File: src/rtl/bfis_pkg.sv
// shared types and constants of the bloom filter core
package bfis_pkg;

    localparam int MAX_BYTES  = 4096;
    localparam int NUM_HASHES = 16;

    localparam int HASH_W     = 64;
    localparam int SIZE_W     = 13;
    localparam int ADDR_W     = $clog2(MAX_BYTES);
    localparam int NBITS_W    = $clog2(MAX_BYTES * 8) + 1;
    localparam int IDX_W      = (NUM_HASHES > 1) ? $clog2(NUM_HASHES) : 1;
    localparam int DIV_STEP   = 4;
    localparam int DIV_CYC    = HASH_W / DIV_STEP;
    localparam int DCNT_W     = $clog2(DIV_CYC);

    localparam logic [HASH_W-1:0] DJB_START = HASH_W'(5381);

    localparam logic OP_INSERT = 1'b0;
    localparam logic OP_SEARCH = 1'b1;

    typedef struct packed {
        logic               op;
        logic [HASH_W-1:0]  djb;
        logic [HASH_W-1:0]  sdbm;
        logic [NBITS_W-1:0] nbits;
    } t_job;

endpackage

File: src/rtl/bfis_queue.sv
// two entry job queue between front and back
module bfis_queue import bfis_pkg::*; (
    input  logic i_clk,
    input  logic i_rst_n,
    input  logic i_push,
    input  t_job i_job,
    input  logic i_pop,
    output t_job o_job,
    output logic o_empty,
    output logic o_full
);

    t_job       r_mem [2];
    logic       r_wp, r_rp;
    logic [1:0] r_cnt;

    always_ff @(posedge i_clk) begin
        if (i_push) begin
            r_mem[r_wp] <= i_job;
        end
    end

    always_ff @(posedge i_clk) begin
        if (!i_rst_n) begin
            r_wp  <= 1'b0;
            r_rp  <= 1'b0;
            r_cnt <= 2'd0;
        end else begin
            if (i_push) r_wp <= ~r_wp;
            if (i_pop)  r_rp <= ~r_rp;
            r_cnt <= r_cnt + 2'(i_push) - 2'(i_pop);
        end
    end

    assign o_job   = r_mem[r_rp];
    assign o_empty = (r_cnt == 2'd0);
    assign o_full  = (r_cnt == 2'd2);

endmodule

File: config.mk
export PLATFORM = sky130hd
export DESIGN_NAME = bfis_queue
export DESIGN_NICKNAME = d
export VERILOG_FILES = /design/src/rtl/bfis_pkg.sv /design/src/rtl/bfis_queue.sv
export SDC_FILE = /design/constraint.sdc
export NUM_CORES = 1
export LEC_CHECK = 0
export BUFFER_PORTS_ARGS = -buffer_cell sky130_fd_sc_hd__buf_2
export CORE_ASPECT_RATIO = 0.8
export CORE_MARGIN = 2
export CORE_UTILIZATION = 55
export CTS_CLUSTER_SIZE = 24
export DETAILED_ROUTE_END_ITERATION = 10
export PLACE_DENSITY_LB_ADDON = 0.15
export SKIP_CTS_REPAIR_TIMING = 1
export SYNTH_ARGS = -nofsm -noshare
export SYNTH_HDL_FRONTEND = slang
export SYNTH_SLANG_ARGS = --single-unit
File: constraint.sdc
create_clock -name i_clk -period 12.82 [get_ports i_clk]
set_input_delay 1.282 -clock i_clk [delete_from_list [all_inputs] [get_ports i_clk]]
set_output_delay 1.282 -clock i_clk [all_outputs]
set_load 0.03 [all_outputs]
# After elaboration in Yosys (flattened, before gate mapping)

Memory sizes are Yosys's and may differ from the RTL's. A register that Yosys moved wholly into a read port is not among the register bits.
Index checks and enable logic that the tools add are counted.

Bits in registers: 4
Memory bits (writable): 290
Output and inout port bits: 147
Memories kept: 1

Memory list:

| name  | words | bits a word | read ports | clocked after Yosys merged registers in | wr ports | RTL line         | text |
|---|---|---|---|---|---|---|---|
| r_mem | 2     | 145         | 1          | 1                                       | 1        | bfis_queue.sv:13 | `t_job r_mem [2];` |

$add $sub $neg: 2
Equality and inequality tests: 1
Mux-type cells: 4
Bitwise gates (word level): 2
Reduce and logical (&&, ||, !) cells: 1

Operators with widths:

| cell                                        | count |
|---|---|
| 2-to-1 mux 1 bit                            | 4 |
| adder 2 x 1 -> 2 bit                        | 1 |
| equality test 2 bit (second input constant) | 1 |
| logical NOT 2 bit                           | 1 |
| inverter 1 bit                              | 2 |
| subtractor 2 x 1 -> 2 bit                   | 1 |

# Depth between registers and ports, before layout

Word-level depth: 3
Mapped depth: 6

# Worst setup path after synthesis

Ideal clock, no wire load.

Kind: input port to flip-flop
From: in i_push
To: mem r_mem[0][0] (netlist bit) (enable)
Library setup time: 0.669 ns
Arrival time: 7.587 ns
Slack: 4.564 ns
Stages on the path: 1
Path through: nor2b_1

Cells in the longest elaborated chain, start to end: 2

RTL lines:

| what                                   | RTL line         | text |
|---|---|---|
| start: declaration                     | bfis_queue.sv:5  | `input logic i_push,` |
| 2-to-1 mux 1 bit                       | bfis_queue.sv:18 | `if (i_push) begin` |
| 2-to-1 mux 1 bit (implied by the code) | bfis_queue.sv:19 | `r_mem[r_wp] <= i_job;` |
| end: declaration                       | bfis_queue.sv:13 |  |

Every way passes these cells.

==> impl_results.md <==
* Largest net degree at the start of global routing at between 90 and 100
* Final HPWL DP at roughly 13000 µm
* Final instance area at between 10000 and 15000 µm²
* Num ports at ~300
* Predominant post-synthesis flop cell: edfxtp_1
* Worst slew pin tran at roughly 1.2 ns
* Critical path capture point type: primary output
* I/O Buffers at roughly 300
* Yosys top cell by area: edfxtp_1
* Max FO, Critical Path at 52
* Die Span Y at 130 µm
* Hold crit path type: reg -> reg
* Comb pwr share at 13.5%
* DRT antenna net count at 0
* Maxcap violations at 0
* Root Driver: clkbuf_16
* Clock power frac at 35.4%
* Routed wire length at roughly 20000 µm
* Pins Over Slew Limit at 0
* Status: finished clean
* Post-synth EDFFs at just under 300
* Detailed Route Iter0 Violations at between 300 and 400
* YS warnings at 0
* Clock Skew at ~0.017 ns
* Wire per inst at between 15 and 20 µm
* Final hold violations at 0
* Via count of the routed design at between 5000 and 6000
* Clock Latency Late Sink at approximately 0.53 ns
* Startpoint types: register
* Fillcell total at 1260
* Syn-to-layout area delta at 24.1%
* WP data arrival at between 2 and 3 ns
* Setup TNS at 0 ns
* Sequential area share after synthesis at roughly four fifths
* CTS max path bufs at 3
* Worst reg2reg setup slack at approximately 10 ns
* Mapped Nets at between 600 and 700
* Total Routing Usage GR at between 10% and 20%
* Tcrit/Tclk final at between 30% and 40%
* Starting Density at between 50 and 60%
* Fin util at a little over two thirds
* Nets at approximately 940
* P_int at approximately 1700 µW
* Multi-input logic area at roughly 1900 µm²
* Cell area after synthesis at between 10000 and 15000 µm²
* Synth top area share at between 80% and 90%
* Unique masters post-synth at 14
* Initial antenna violation count at 1
* Cells after Synth at 472
* Mean Syn Cell Area at ~23 µm²
* Gpl congestion at 0.778
* #FFs+latches synth at just under 300
* Flop pwr share at 51.1%
* Static Leak at just over 0.005 µW
* Slew HR at a little under a fifth
* CTS Sinks at 295
* Die X-Extent at about 160 µm
* Antenna diodes at 0
* P per Cell Area at around 160 nW/µm²
* Switch share at between 20% and 30%
* Most frequent cell after synthesis: edfxtp_1
* Max IR drop VDD at between 0.1 and 0.15 mV
* # DRC at 0
* TritonCTS clock tree: built
* Rows at 45
* Switching power of the nets at 531 µW
* Min Tclk post-route at 3.93 ns
* F_max at between 0.2 and 0.3 GHz
* DIE AREA at roughly 21000 µm²
* Worst-path clk slew at 0.06 ns
* Critical path class: reg -> out
* Vias/cell at between 5 and 6
* FF/Latch Area at 8810 µm²
* Layout cells sized above 1 at roughly 60%
* Vias in the first global route at between 5000 and 6000
* First-pass GRT wire length at slightly below 30000 µm
* Remaining global-route overflow at 0
* H-tree Lvls at 1
* TritonRoute pass-1 iters at 4
* RSZ-0062 raised after global routing: no
* Cts bufs inserted at 29
* Core area at ~19000 µm²
* Synth cell count leaders: edfxtp_1, mux2_2, mux2_4
* Worst path required time at between 10 and 15 ns
* Async SR Flop Fraction at 0%
* Placed instance area at about 13000 µm²
* Final setup vio count at 0
* Largest cells by area after synthesis: edfxtp_1, mux2_2, mux2_4
-- power by group through the flow --
stage	registers (µW)	clock network, µW	logic, µW
floorplan	1150	0	216
global placement	1150	0	296
detailed placement	1150	0	301
CTS	1130	807	302
global route	1140	839	315
finish	1130	785	298
-- area by class of cell --
class / instances / share of cell area (%)
flip-flops and latches: 295 / 65.3
multi-input cells: 159 / 14.4
repair buffers: 300 / 11.2
clock buffers: 37 / 5.60
well taps: 258 / 2.39
clock inverters: 16 / 1.00
inverters: 2 / 0.0556
-- sequential cells by signal, indices dropped and copies added (netlist names), named ones only --
register / flops
r_wp: 1
r_mem: 290
r_rp: 1
r_cnt: 2
-- path summary, 6_finish.rpt --
kind / endpoint / cells past startpoint / from
worst max-delay path: o_job[54] / 3 / register
worst min-delay path: register / 2 / r_rp
worst max register to register: r_mem[1][140] / 2 / r_wp
worst min register to register: register / 2 / r_rp
-- cell families (layout without fill, tap and decap cells) --
family | count (synthesis) | after routing | share of synthesized area [%]
xor gates and xnor gates | 2 | 2 | 0.288
adders and majority gates | 2 | 2 | 0.230
and+or+nand+nor | 9 | 9 | 0.494
AOI/OAI and AO/OA | 1 | 1 | 0.0690
DFF | 295 | 295 | 81.0
muxes | 145 | 145 | 16.7
buffers and inverters | 18 | 355 | 1.21
-- per-stage QoR --
step	setup slack, ns	hold slack [ns]	total power [µW]	std cells
global placement	9.25	0.560	1450	1014
detailed placement	9.21	0.562	1450	1014
floorplan	4.56	0.555	1370	472
CTS	8.86	0.582	2240	1067
global route	8.75	0.634	2290	1067
finish	8.89	0.578	2220	1067
-- layer usage --
metal,track usage [%],share of wire (%),vias to the layer above,wire [µm]
met5,0,0.065,-,13
met4,5.30,2.3,2,465
met3,5.50,8.1,39,1610
met2,31.0,49,221,9790
met1,23.3,40,2651,8000
li1,-,-,2514,-
-- critical path: stages, from the launching register on --
cell	delay (ns)
dfxtp_4	0.68
buf_4	0.72
mux2_2	0.45
buf_2	0.19
-- placed cells by master (no fill, tap or decap), drive strengths merged --
cell	Yosys	layout
o21a	1	1
clkinv	0	11
inv	2	4
clkinvlp	0	1
nor2	1	1
bufinv	0	2
nor2b	4	4
mux2	145	145
dfxtp	5	5
xnor3	1	1
xor2	1	1
clkbuf	0	37
edfxtp	290	290
and2	4	4
buf	16	300
ha	2	2
Note: power is estimated with default switching activity, not from simulation.
