<file path="config.mk">
export PLATFORM = sky130hd
export DESIGN_NAME = bfis_front
export DESIGN_NICKNAME = d
export VERILOG_FILES = /design/src/rtl/bfis_pkg.sv /design/src/rtl/bfis_front.sv
export SDC_FILE = /design/constraint.sdc
export NUM_CORES = 1
export LEC_CHECK = 0
export BUFFER_PORTS_ARGS = -buffer_cell sky130_fd_sc_hd__buf_4
export CAP_MARGIN = 20
export CORE_MARGIN = 2
export CORE_UTILIZATION = 48
export CTS_BUF_LIST = sky130_fd_sc_hd__clkbuf_16
export DETAILED_ROUTE_END_ITERATION = 10
export PLACE_DENSITY = 0.76
export SYNTH_ARGS = -nofsm -noshare
export SYNTH_HDL_FRONTEND = slang
export SYNTH_SLANG_ARGS = --single-unit
</file>
<file path="constraint.sdc">
create_clock -name i_clk -period 3.94 [get_ports i_clk]
set_clock_uncertainty 0.1 [all_clocks]
set_input_delay 0 -clock i_clk [delete_from_list [all_inputs] [get_ports i_clk]]
set_output_delay 0 -clock i_clk [all_outputs]
set_load 0.01 [all_outputs]
</file>
<file path="src/rtl/bfis_pkg.sv">
// shared types and constants of the bloom filter core
package bfis_pkg;

    localparam int MAX_BYTES  = 4096;
    localparam int NUM_HASHES = 16;

    localparam int HASH_W     = 64;
    localparam int SIZE_W     = 13;
    localparam int ADDR_W     = $clog2(MAX_BYTES);
    localparam int NBITS_W    = $clog2(MAX_BYTES * 8) + 1;
    localparam int IDX_W      = (NUM_HASHES > 1) ? $clog2(NUM_HASHES) : 1;
    localparam int DIV_STEP   = 4;
    localparam int DIV_CYC    = HASH_W / DIV_STEP;
    localparam int DCNT_W     = $clog2(DIV_CYC);

    localparam logic [HASH_W-1:0] DJB_START = HASH_W'(5381);

    localparam logic OP_INSERT = 1'b0;
    localparam logic OP_SEARCH = 1'b1;

    typedef struct packed {
        logic               op;
        logic [HASH_W-1:0]  djb;
        logic [HASH_W-1:0]  sdbm;
        logic [NBITS_W-1:0] nbits;
    } t_job;

endpackage

</file>
<file path="src/rtl/bfis_front.sv">
// front end: byte hashing and job build on the last byte
module bfis_front import bfis_pkg::*; (
    input  logic              i_clk,
    input  logic              i_rst_n,
    input  logic              i_accept,
    input  logic              i_operation,
    input  logic [7:0]        i_key_byte,
    input  logic              i_last_byte,
    input  logic [SIZE_W-1:0] i_filter_bytes,
    output logic              o_push,
    output t_job              o_job
);

    logic [HASH_W-1:0]  r_djb, r_sdbm, n_djb, n_sdbm;
    logic               r_ended;
    logic [HASH_W-1:0]  upd_djb, upd_sdbm;
    logic [SIZE_W-1:0]  used;
    logic [NBITS_W-1:0] nbits;

    always_comb begin
        upd_djb  = r_djb;
        upd_sdbm = r_sdbm;
        if (!r_ended && i_key_byte != 8'd0) begin
            upd_djb  = (r_djb << 5) + r_djb + HASH_W'(i_key_byte);
            upd_sdbm = (r_sdbm << 16) + (r_sdbm << 6) - r_sdbm + HASH_W'(i_key_byte);
        end
        n_djb  = upd_djb;
        n_sdbm = upd_sdbm;
    end

    // clamp the size to 1 .. max
    always_comb begin
        priority if (i_filter_bytes == '0) begin
            used = SIZE_W'(1);
        end else if (i_filter_bytes > SIZE_W'(MAX_BYTES)) begin
            used = SIZE_W'(MAX_BYTES);
        end else begin
            used = i_filter_bytes;
        end
        nbits = NBITS_W'({used, 3'b000});
    end

    always_ff @(posedge i_clk) begin
        if (!i_rst_n) begin
            r_djb   <= DJB_START;
            r_sdbm  <= '0;
            r_ended <= 1'b0;
        end else if (i_accept) begin
            if (i_last_byte) begin
                r_djb   <= DJB_START;
                r_sdbm  <= '0;
                r_ended <= 1'b0;
            end else begin
                r_djb   <= n_djb;
                r_sdbm  <= n_sdbm;
                r_ended <= r_ended | (i_key_byte == 8'd0);
            end
        end
    end

    assign o_push      = i_accept & i_last_byte;
    assign o_job.op    = i_operation;
    assign o_job.djb   = upd_djb;
    assign o_job.sdbm  = upd_sdbm;
    assign o_job.nbits = nbits;

endmodule

</file>
; Word-level counts from Yosys, hierarchy flattened
; Index checks and enable logic that the tools add are counted.
[word_totals]
inputBits = 26
register_bits = 129
word_cells = 23
[classes]
n_bitwise = 2
n_lt_le_gt_ge = 1
n_addsub = 5
muxes = 7
n_reduce_logical = 5
[op_table]
columns = operator, count
row1 = $mux W64, 4
row2 = $add A64 B64 Y64, 2
row3 = $add A64 B8 Y64, 2
row4 = $sub A64 B64 Y64, 1
row5 = $mux W13, 2
row6 = $gt A13 B13 Y1 const B, 1
row7 = $logic_not A13 Y1, 1
row8 = $logic_not A8 Y1, 1
row9 = $reduce_bool A8 Y1, 1
row10 = $and A1 B1 Y1, 1
row11 = $logic_and A1 B1 Y1, 1
row12 = $logic_not A1 Y1, 1
row13 = $mux W1, 1
row14 = $or A1 B1 Y1, 1

; Logic depth before layout (Yosys ltp)
; Gate-level depths: netlist of run 1.
[depth]
word_depth = 5
mapped_depth = 16
depth_no_buf = 16

; Worst setup path after synthesis of run 1
; OpenSTA, ideal clock, no wires.
[synth_timing]
path_type = register -> register
start = reg r_sdbm[1]
end = reg r_sdbm[60]
setup_ps = 136
t_arrival_ps = 3460
slack_ps = 244
synth_period_minus_slack_ps = 3696
path_buffers = 0
path_stages_with_launch = 14
path_cell_list = dfxtp_1 -> inv_1 -> fa_1 -> inv_1 -> ha_1 -> a21o_1 -> a211o_1 -> nor4_1 -> o31ai_1 -> a41oi_1 -> o21a_1 -> o221ai_1 -> a2111oi_0 -> o21ai_1
[synth_between]
elab_chain_len = 5
[synth_lines]
columns = element, line_no
row1 = start: declaration, bfis_front.sv:14  ; logic [HASH_W-1:0] r_djb, r_sdbm, n_djb, n_sdbm;
row2 = start signal: assignment, bfis_front.sv:55  ; r_sdbm <= n_sdbm;
row3 = $add A64 B64 Y64, bfis_front.sv:25  ; upd_sdbm = (r_sdbm << 16) + (r_sdbm << 6) - r_sdbm + HASH_W'(i_key_byte);
row4 = $sub A64 B64 Y64 *, bfis_front.sv:25
row5 = $add A64 B8 Y64 *, bfis_front.sv:25
row6 = $mux W64 *, bfis_front.sv:23  ; if (!r_ended && i_key_byte != 8'd0) begin
row7 = $mux W64 *, bfis_front.sv:49  ; if (i_last_byte) begin
; Mark *: on every way between the ends. The rest lies on a longest branch, timed or not.
; A chain may end at the register's enable or synchronous reset.

==> results of run 1 <==
## layer usage
layer	vias to the layer above	share of wire, %	GRT usage [%]
li1	8280	-	-
met1	8537	40	41.6
met2	928	47	56.6
met3	267	7.6	5.93
met4	2	6.0	17.9
met5	-	0.018	0
## flip-flops by register name (all words and copies together) (netlist names)
register	flops
r_djb	64
r_ended	1
r_sdbm	64
## metrics by stage
stage / setup slack (ns) / util [%]
6_report: -0.299 / 70.4
5_1_grt: -0.437 / 70.4
4_1_cts: -0.144 / 65.1
3_5_place_dp: -0.124 / 57.2
3_3_place_gp: -0.0436 / 57.2
2_1_floorplan: 0.244 / -
## area by class of cell
| type | instances | area share, % |
|---|---|---|
| timing repair buffer | 477 | 16.6 |
| tap | 442 | 2.43 |
| clock buffer | 17 | 1.87 |
| sequential | 129 | 11.9 |
| inverter | 192 | 3.19 |
| clock inverter | 15 | 1.02 |
| multi-input combinational | 1708 | 63.0 |
## logic make-up after synthesis
kind of cell    Yosys count  synth area share (%)
buf+inv                 319                  7.89
mux                       5                 0.336
xor+xnor                117                  6.55
fa+ha+maj               252                  22.7
compound gates          705                  28.0
simple gates            626                  17.9
other cells               1                0.0240
flops                   129                  16.5
## cell usage in the layout (no fill, tap or decap), types with 14 or more instances in the layout
master | synthesis | routed
a21o_1 | 93 | 90
a21oi_1 | 153 | 101
a21oi_2 | 0 | 34
a21oi_4 | 0 | 18
a22oi_1 | 40 | 40
buf_4 | 5 | 432
buf_6 | 0 | 37
clkbuf_16 | 0 | 17
dfxtp_1 | 129 | 67
dfxtp_2 | 0 | 46
dfxtp_4 | 0 | 16
fa_1 | 54 | 49
ha_1 | 198 | 114
ha_2 | 0 | 14
ha_4 | 0 | 70
inv_1 | 191 | 142
inv_2 | 0 | 47
nand2_1 | 295 | 285
nand3_1 | 24 | 21
nand4_1 | 41 | 41
nor2_1 | 146 | 139
nor2b_1 | 18 | 17
o21ai_0 | 220 | 158
o21ai_1 | 30 | 59
o21ai_2 | 0 | 26
o21bai_1 | 26 | 21
xnor2_1 | 73 | 56
xnor2_2 | 0 | 15
xor2_1 | 44 | 34
## worst min-delay path: stages
cell and delay (ns):
buf_4 0.10, ha_4 0.12, nand2_1 0.04, o21ai_0 0.14, nand2_1 0.09, o211ai_1 0.07
## worst min-delay path by stage
stage                             from         end  slack (ns)  cells past startpoint
floorplan           i_filter_bytes[12]    o_job[4]       -0.05                      1
global placement           i_operation  o_job[144]        -0.1                      0
detailed placement         i_operation  o_job[144]        -0.1                      0
CTS                      i_key_byte[0]    r_djb[0]        0.02                      6
global route             i_key_byte[0]    r_djb[0]        0.07                      6
finish                   i_key_byte[0]    r_djb[0]        0.03                      6
## synthesized netlist by cell type, drive strengths merged, types with 9 or more instances
| cell | number |
|---|---|
| a211oi | 13 |
| a21o | 93 |
| a21oi | 153 |
| a22o | 13 |
| a22oi | 40 |
| a31oi | 14 |
| and2 | 13 |
| and3 | 15 |
| buf | 21 |
| clkbuf | 106 |
| dfxtp | 129 |
| fa | 54 |
| ha | 198 |
| inv | 191 |
| nand2 | 295 |
| nand2b | 9 |
| nand3 | 24 |
| nand4 | 42 |
| nor2 | 146 |
| nor2b | 18 |
| nor3 | 20 |
| nor4 | 10 |
| o211ai | 9 |
| o21a | 13 |
| o21ai | 250 |
| o21bai | 26 |
| o31ai | 12 |
| or3 | 10 |
| xnor2 | 73 |
| xor2 | 44 |
## what timing repair did
| action | in CTS | in global routing |
|---|---|---|
| hold buffers | 5 | 0 |
| gates cloned | 0 | 0 |
| gates resized for setup | 333 | 284 |
| pin swaps | 120 | 139 |
| endpoints found under the hold margin | 22 | 0 |
| endpoints found under the setup margin | 67 | 66 |
| buffers inserted | 52 | 65 |
==> flow_metrics.tcl, run 1 <==
set metrics [dict create \
    syn_avg_cell_area_um2 7.26 \
    crit_type "register to primary output" \
    timing.final.max_slew_violations 0 \
    synth-seq-area-share_pct 16.5 \
    n_fill_cell 2366 \
    critPathArrivalTime_ns 4.14 \
    n_antenna_cell 0 \
    cp_max_fo 6 \
    area_used_by_multi_input_combinational_logic_um2 14300 \
    period_needed_ns 4.24 \
    final_design_area_no_fill_um2 22700 \
    synth_edf_count 0 \
    clkLatencyLatePin_ns 0.47 \
    max_cap_viol 0 \
    cp_top_family "compound AO/OA/AOI/OAI gates" \
    floorplan.die_area_um2 34100 \
    fin_crit_sh_pct 108 \
    synth-seq-cells 129 \
    crit_path_cells "inv_2 -> buf_4 -> buf_4 -> ha_4 -> ha_4 -> nand4_1 -> o22ai_1 -> or2_1 -> a41o_1 -> a31oi_1 -> buf_4 -> o21ai_4 -> a221o_1 -> o221a_1 -> a21oi_2 -> xnor2_1 -> buf_4" \
    clock_tree_from_tritoncts "built" \
    placed_cells_incl_taps 2834 \
    worstSetupPathDepth 17 \
    place_area_um2 18500 \
    rsz0062_at_grt "yes" \
    crit_slowest_cell "a221o_1" \
    floorplan.rows 66 \
    cts_max_level 4 \
    routed_length_per_instance_um 20.8 \
    holdCritPathClass "input port to register" \
    place.detailed.hpwl_mm 42.9 \
    rr_worst_depth 17 \
    design.core.area_um2 32300 \
    layout_cells_sized_above_1_pct 36.9 \
    grt_first_pass_wirelength_mm 90.2 \
    port_buffers 166 \
    number_of_sinks_driven_by_the_clock_tree 129 \
    failing_checks "setup timing" \
    crit-reg2reg-launch "r_sdbm[13]" \
    grt_antenna_before_repair 1 \
    ys.warnings.count 0 \
    cp.buffers_inverters 5 \
    drt_first_iter_violations 1856 \
    globalRouteTotalUtil_pct 33.9 \
    detail-route-antenna-nets 0 \
    routed_wl_mm 61.8 \
    final_hold_viol_count 0 \
    die_y_um 185 \
    path_clk_slew_ns 0.07 \
    worstSetupEndpointType "primary output" \
    route.detailed.vias_per_inst 6.04 \
    finalHoldWorstSlack_ns 0.0302 \
    start_kind "register" \
    vias 18000 \
    synth.lib_cells_used.distinct 75 \
    setup_tns_ns -3.15 \
    grt_start_max_net_pins 80 \
    drt_drc_violations_left 0 \
    final-seq-area_um2 2700 \
    regToRegSetupSlack_ns -0.01 \
    critPathMaxStageDelay_ns 0.42 \
    timing.final.ws_setup_ns -0.299 \
    synth.cell_area_um2 15600 \
    ctsLongestPathBuffers 2 \
    status "complete, but fails checks" \
    layout-area-overhead-vs-synth_pct 45.2 \
    path_common_cell "buf_4" \
    fp.dieW_um 185 \
    finish.cell_count_without_fillers 2980 \
    syn-instance-count 2154 \
    first_global_vias 16900 \
    cts.root.buffer_cell "clkbuf_16" \
    cts-buffers-inserted 17 \
    synth_flop_cell "dfxtp_1" \
    design.portCount 172 \
    share_of_the_synthesized_area_in_the_top_cell_type_pct 16.5 \
    initial_utilization_pct 48.4 \
    place.gp.congestion 1.05 \
    timing.max_slew.rel_slack_pct 40.6 \
    achievable_clock_frequency_mhz 236 \
    async_reset_ff_share_pct 0 \
    gr-total-overflow 0 \
    yosys.area.top_type "dfxtp_1" \
    drtPass1Iterations 6 \
    nets 2803 \
    finalSetupViolations 32 \
    critPathLaunch "r_sdbm[13]" \
    worstSetupEndpoint "o_job[79]" \
    critical_path.reg2reg.endpoint "r_sdbm[63]" \
    crit_required_ns 3.84 \
    yosys-top-cells-area "dfxtp_1, ha_1, nand2_1, o21ai_0, fa_1" \
    worst-slew-pin-transition_ns 0.883 \
]
Power of run 1 is not shown: default switching activity piles up to over one toggle a cycle in this logic, so the estimate is an artifact.
==> run 2: changes to the inputs <==
--- a/config.mk
+++ b/config.mk
@@ -8,10 +8,10 @@
 export BUFFER_PORTS_ARGS = -buffer_cell sky130_fd_sc_hd__buf_4
 export CAP_MARGIN = 20
 export CORE_MARGIN = 2
-export CORE_UTILIZATION = 48
+export CORE_UTILIZATION = 40
 export CTS_BUF_LIST = sky130_fd_sc_hd__clkbuf_16
 export DETAILED_ROUTE_END_ITERATION = 10
-export PLACE_DENSITY = 0.76
+export PLACE_DENSITY = 0.66
 export SYNTH_ARGS = -nofsm -noshare
 export SYNTH_HDL_FRONTEND = slang
 export SYNTH_SLANG_ARGS = --single-unit
==> flow_metrics.tcl, run 2 (synthesis gave the netlist of run 1 again) <==
set metrics [dict create \
    status "complete, but fails checks" \
    failing_checks "setup timing" \
    place.detailed.hpwl_mm 45.1 \
    hold_path.startpoint "i_key_byte[0]" \
    timing.max_slew.rel_slack_pct 41.5 \
    n_antenna_cell 0 \
    holdCritPathClass "input port to register" \
    achievable_clock_frequency_mhz 244 \
    worst-slew-pin-transition_ns 0.870 \
    design.portCount 172 \
    layout_cells_sized_above_1_pct 37.4 \
    globalRouteTotalUtil_pct 28.7 \
    path_clk_slew_ns 0.07 \
    drt_first_iter_violations 1433 \
    ctsLongestPathBuffers 2 \
    vias 17600 \
    cp_max_fo 3 \
    gr-total-overflow 0 \
    die_y_um 202 \
    fp.dieW_um 202 \
    grt_first_pass_wirelength_mm 92.6 \
    grt_start_max_net_pins 92 \
    holdPathStages 6 \
    timing.final.ws_setup_ns -0.156 \
    placed_cells_incl_taps 2971 \
    finalHoldWorstSlack_ns 0.0396 \
    worstHoldEndpoint "r_djb[0]" \
    design.core.area_um2 38600 \
    routed_length_per_instance_um 19.5 \
    start_kind "register" \
    nets 2839 \
    cts.root.buffer_cell "clkbuf_16" \
    route.detailed.vias_per_inst 5.68 \
    place.gp.congestion 0.966 \
    regToRegSetupSlack_ns 0.15 \
    finalSetupViolations 12 \
    rsz0062_at_grt "yes" \
    fin_crit_sh_pct 104 \
    layout-area-overhead-vs-synth_pct 46.8 \
    finish.cell_count_without_fillers 3092 \
    crit_type "register to primary output" \
    period_needed_ns 4.10 \
    number_of_sinks_driven_by_the_clock_tree 129 \
    worstSetupEndpointType "primary output" \
    timing.final.max_slew_violations 0 \
    mostFrequentLayoutCells "buf_4, nand2_1, o21ai_0, inv_1, nor2_1" \
    cts-buffers-inserted 17 \
    port_buffers 166 \
    max_cap_viol 0 \
    crit-reg2reg-launch "r_sdbm[29]" \
    initial_utilization_pct 40.5 \
    routed_wl_mm 60.4 \
    crit_required_ns 3.84 \
    critical_path.reg2reg.endpoint "r_sdbm[56]" \
    cts_max_level 4 \
    drtPass1Iterations 5 \
    clkLatencyLatePin_ns 0.47 \
    clock_tree_from_tritoncts "built" \
    final_hold_viol_count 0 \
    drt_drc_violations_left 0 \
    first_global_vias 17200 \
    floorplan.rows 72 \
    rr_worst_depth 18 \
    grt_antenna_before_repair 0 \
    detail-route-antenna-nets 0 \
    registers_with_the_highest_flip_flop_counts "r_djb (64), r_sdbm (64), r_ended (1)" \
    layout_commonest_cell "buf_4" \
    floorplan.die_area_um2 40700 \
    critPathArrivalTime_ns 4.00 \
]
==> run 2: area by class of cell <==
cell class / instances / area [um2]
Clock buffer: 17 / 425
Clock inverter: 15 / 186
Fill cell: 3338 / 15700
Inverter: 192 / 736
Multi-Input combinational cell: 1708 / 14200
Sequential cell: 129 / 2700
Tap cell: 518 / 648
Timing Repair Buffer: 513 / 4050
==> run 2: worst max path at each step <==
stage / startpoint / end / cells after the start
3_5_place_dp: r_sdbm[1] / o_job[76] / 16
6_report: r_sdbm[38] / o_job[79] / 17
2_1_floorplan: r_sdbm[1] / r_sdbm[60] / 13
3_3_place_gp: r_sdbm[1] / o_job[76] / 15
5_1_grt: r_sdbm[29] / o_job[72] / 16
4_1_cts: r_sdbm[38] / o_job[79] / 17
==> run 2: what timing repair did <==
action | CTS | global route
buffers inserted | 53 | 36
hold endpoints to repair | 9 | 0
pin swaps | 130 | 142
gates resized for setup | 362 | 230
endpoints found under the setup margin | 72 | 59
hold buffers | 5 | 0
==> run 2: critical path: stages (launching register included) <==
cell,delay [ns]
dfxtp_2,0.33
buf_6,0.11
fa_1,0.55
inv_2,0.06
ha_4,0.21
a21o_1,0.17
o21bai_4,0.18
a221oi_2,0.26
buf_4,0.17
nor3_2,0.03
nor2_1,0.10
o21ai_1,0.08
a221o_1,0.40
o221a_1,0.29
a21oi_2,0.16
xnor2_1,0.14
buf_4,0.17
buf_6,0.10
==> run 2: layer usage <==
metal,share of wire [%],GRT usage [%],vias to the layer above
li1,-,-,8352
met1,43,36.8,8495
met2,48,48.5,575
met3,4.8,3.50,144
met4,3.9,12.2,0
met5,0,0,-
==> run 2: through the flow <==
stage	utilization (%)	setup slack [ns]	TNS [ns]	cell area, um2
6_report	59.4	-0.156	-0.702	23000
5_1_grt	59.4	-0.272	-4.50	23000
4_1_cts	56.4	-0.137	-0.663	21800
3_5_place_dp	49.3	-0.110	-0.609	19000
3_3_place_gp	49.3	-0.148	-0.496	19000
2_1_floorplan	-	0.244	0	15700
Power of run 2 is left out for the same reason.
==> run 3: changes to the inputs <==
--- a/config.mk
+++ b/config.mk
@@ -5,13 +5,14 @@
 export SDC_FILE = /design/constraint.sdc
 export NUM_CORES = 1
 export LEC_CHECK = 0
+export ABC_AREA = 1
 export BUFFER_PORTS_ARGS = -buffer_cell sky130_fd_sc_hd__buf_4
 export CAP_MARGIN = 20
 export CORE_MARGIN = 2
 export CORE_UTILIZATION = 40
 export CTS_BUF_LIST = sky130_fd_sc_hd__clkbuf_16
 export DETAILED_ROUTE_END_ITERATION = 10
-export PLACE_DENSITY = 0.66
+export PLACE_DENSITY = 0.65
 export SYNTH_ARGS = -nofsm -noshare
 export SYNTH_HDL_FRONTEND = slang
 export SYNTH_SLANG_ARGS = --single-unit
==> flow_metrics.tcl, run 3 <==
set metrics [dict create \
    status "finished, final reports clean" \
    synth-seq-area-share_pct 12.8 \
    fp.dieW_um 229 \
    design.core.area_um2 50000 \
    n_fill_cell 5452 \
    worstSetupEndpointType "primary output" \
    synth_compound_gate_area_share_pct 10.6 \
    final_hold_viol_count 0 \
    number_of_sinks_driven_by_the_clock_tree 129 \
    detail-route-antenna-nets 0 \
    gr-total-overflow 0 \
    crit-reg2reg-launch "r_sdbm[2]" \
    cts.root.buffer_cell "clkbuf_16" \
    cts-buffers-inserted 17 \
    holdCritPathClass "input port to register" \
    ys.warnings.count 0 \
    drtPass1Iterations 6 \
    clkLatencyLatePin_ns 0.51 \
    syn_avg_cell_area_um2 5.60 \
    synth.top_cells.by_count "nand2_1, inv_1, a21oi_1, nand3_1, ha_1" \
    first_global_vias 20300 \
    max_cap_viol 0 \
    layout_commonest_cell "nand2_1" \
    rsz0062_at_grt "no" \
    period_needed_ns 3.77 \
    crit_slowest_cell "fa_1" \
    start_kind "register" \
    finalSetupViolations 0 \
    crit_type "register to primary output" \
    critPathMaxStageDelay_ns 0.57 \
    registers_with_the_highest_flip_flop_counts "r_djb (64), r_sdbm (64), r_ended (1)" \
    design.portCount 172 \
    postLayoutCoreUtil_pct 45.5 \
    rr_worst_depth 15 \
    place.gp.congestion 0.993 \
    path_clk_slew_ns 0.07 \
    critical_path.reg2reg.endpoint "r_sdbm[20]" \
    ir_worst_vdd_v 0.000832 \
    worstHoldEndpoint "r_djb[6]" \
    achievable_clock_frequency_mhz 265 \
    yosys.area_share.adder_pct 17.6 \
    power.density_cell_area_nw_per_um2 1020 \
    n_antenna_cell 0 \
    timing.max_slew.rel_slack_pct 41.6 \
    final_design_area_no_fill_um2 22800 \
    xor_xnor_share_of_the_synthesized_area_pct 1.21 \
    cp_top_family "simple AND/OR/NAND/NOR gates" \
    share_of_the_synthesized_area_in_the_top_cell_type_pct 24.7 \
    synth.mux.area_fraction_pct 0.0991 \
    layout-area-overhead-vs-synth_pct 12.6 \
    clock_tree_from_tritoncts "built" \
    crit_required_ns 3.84 \
    drt_drc_violations_left 0 \
    final-seq-area_um2 2580 \
    yosys.area.top_type "nand2_1" \
    synth.lib_cells_used.distinct 50 \
    grt_antenna_before_repair 0 \
    worst-slew-pin-transition_ns 0.876 \
    hold_path.startpoint "i_last_byte" \
    synth.cell_area_um2 20200 \
    nets 4017 \
    critPathArrivalTime_ns 3.67 \
    routed_length_per_instance_um 16.1 \
    floorplan.rows 82 \
    floorplan.die_area_um2 52300 \
    synth_flop_cell "dfxtp_1" \
    die_y_um 229 \
    async_reset_ff_share_pct 0 \
    grt_start_max_net_pins 124 \
    regToRegSetupSlack_ns 0.63 \
    area_used_by_multi_input_combinational_logic_um2 14400 \
    yosys.area_share.simple_pct 41.5 \
    synth-seq-cells 129 \
    initial_utilization_pct 40.4 \
    globalRouteTotalUtil_pct 27.2 \
    pre_cts_slack_ns 0.648 \
    ctsLongestPathBuffers 2 \
    yosys-top-cells-area "nand2_1, inv_1, dfxtp_1, ha_1, a21oi_1" \
    vias 21900 \
    power.leakage_nw 13.0 \
    crit_path_cells "inv_1 -> fa_1 -> inv_1 -> ha_1 -> nand2_1 -> nor2_1 -> nand2_1 -> inv_1 -> nand3_1 -> nand3b_1 -> nand3_1 -> nand3_1 -> nand3_1 -> and2_1 -> buf_4" \
    setup_tns_ns 0 \
    layout_cells_sized_above_1_pct 10.9 \
    syn-instance-count 3607 \
    synth_most_common_cell "nand2_1" \
    routed_wl_mm 71.3 \
    cp.buffers_inverters 4 \
    totalPowerFinal_mw 23.3 \
    cts_max_level 4 \
    holdPathStages 5 \
    place.detailed.hpwl_mm 58.9 \
    place_area_um2 22100 \
    largest_family_of_logic_cells_by_synthesized_area "simple AND/OR/NAND/NOR gates" \
    grt_first_pass_wirelength_mm 111 \
    timing.final.ws_setup_ns 0.168 \
    route.detailed.vias_per_inst 4.94 \
    cp_max_fo 5 \
    fin_crit_sh_pct 95.7 \
    path_common_cell "nand3_1" \
    synth_edf_count 0 \
    port_buffers 166 \
    mostFrequentLayoutCells "nand2_1, inv_1, a21oi_1, nand3_1, ha_1" \
    drt_first_iter_violations 1730 \
    timing.final.max_slew_violations 0 \
]
==> run 3: power breakdown <==
group | leakage [nW] | switching (mW) | internal [mW]
Combinational | 11.7 | 12.9 | 7.02
Clock | 0.281 | 0.673 | 0.960
Sequential | 1.05 | 0.235 | 1.50
Total | 13.0 | 13.8 | 9.49
==> run 3: what timing repair did <==
action,CTS,global route
hold buffers,6,0
hold endpoints to repair,92,0
buffers inserted,0,1
setup endpoints to repair,0,16
resized for setup,0,23
==> run 3: worst reg2reg max path: cells and delay by family (launching register included) <==
kind / cells / cell delay [ns]
AOI/OAI and AO/OA: 3 / 0.31
adders and majority gates: 2 / 0.91
and+or+nand+nor: 6 / 0.98
DFF: 1 / 0.38
buffers and inverters: 4 / 0.49
==> run 3: layout make-up <==
type                    count  share of cell area [%]
multi-input cells        2634                    63.5
inverters                 773                    12.8
flip-flops and latches    129                    11.4
repair buffers            184                    6.25
well taps                 672                    3.70
clock buffers              17                    1.87
clock inverters            12                   0.561
==> run 3: worst max-delay path by stage <==
stage	start	endpoint	slack (ns)	depth (start not counted)
2_1_floorplan	r_sdbm[7]	r_sdbm[25]	1.30	15
3_3_place_gp	r_sdbm[44]	o_job[67]	0.61	14
3_5_place_dp	r_sdbm[44]	o_job[67]	0.65	14
4_1_cts	r_sdbm[17]	o_job[59]	0.1	15
5_1_grt	r_sdbm[44]	o_job[73]	0.00003	15
6_report	r_sdbm[6]	o_job[71]	0.17	15
==> run 3: logic make-up (layout without fill, tap and decap cells) <==
family,after synthesis,count (layout)
buffers and inverters,846,986
DFF,129,129
and+or+nand+nor,1967,1967
AOI/OAI and AO/OA,382,382
adders and majority gates,252,252
muxes,2,2
other,1,3
xor gates and xnor gates,28,28
==> run 3: stage by stage <==
step           hold slack (ns)  instances
6_report              0.000359       4421
5_1_grt                 0.0426       4421
4_1_cts                 0.0127       4420
3_5_place_dp           -0.0999       4385
3_3_place_gp           -0.0999       4385
2_1_floorplan          -0.0525       3609
==> run 3: metal layers <==
metal	global-route usage [%]	wire length (um)	up-vias
met2	45.8	33000	610
met1	34.6	31400	9846
li1	-	-	11300
met5	0	0	-
met4	10.9	2660	0
met3	4.15	4260	123
No activity file was read; power rests on OpenSTA's default activity.
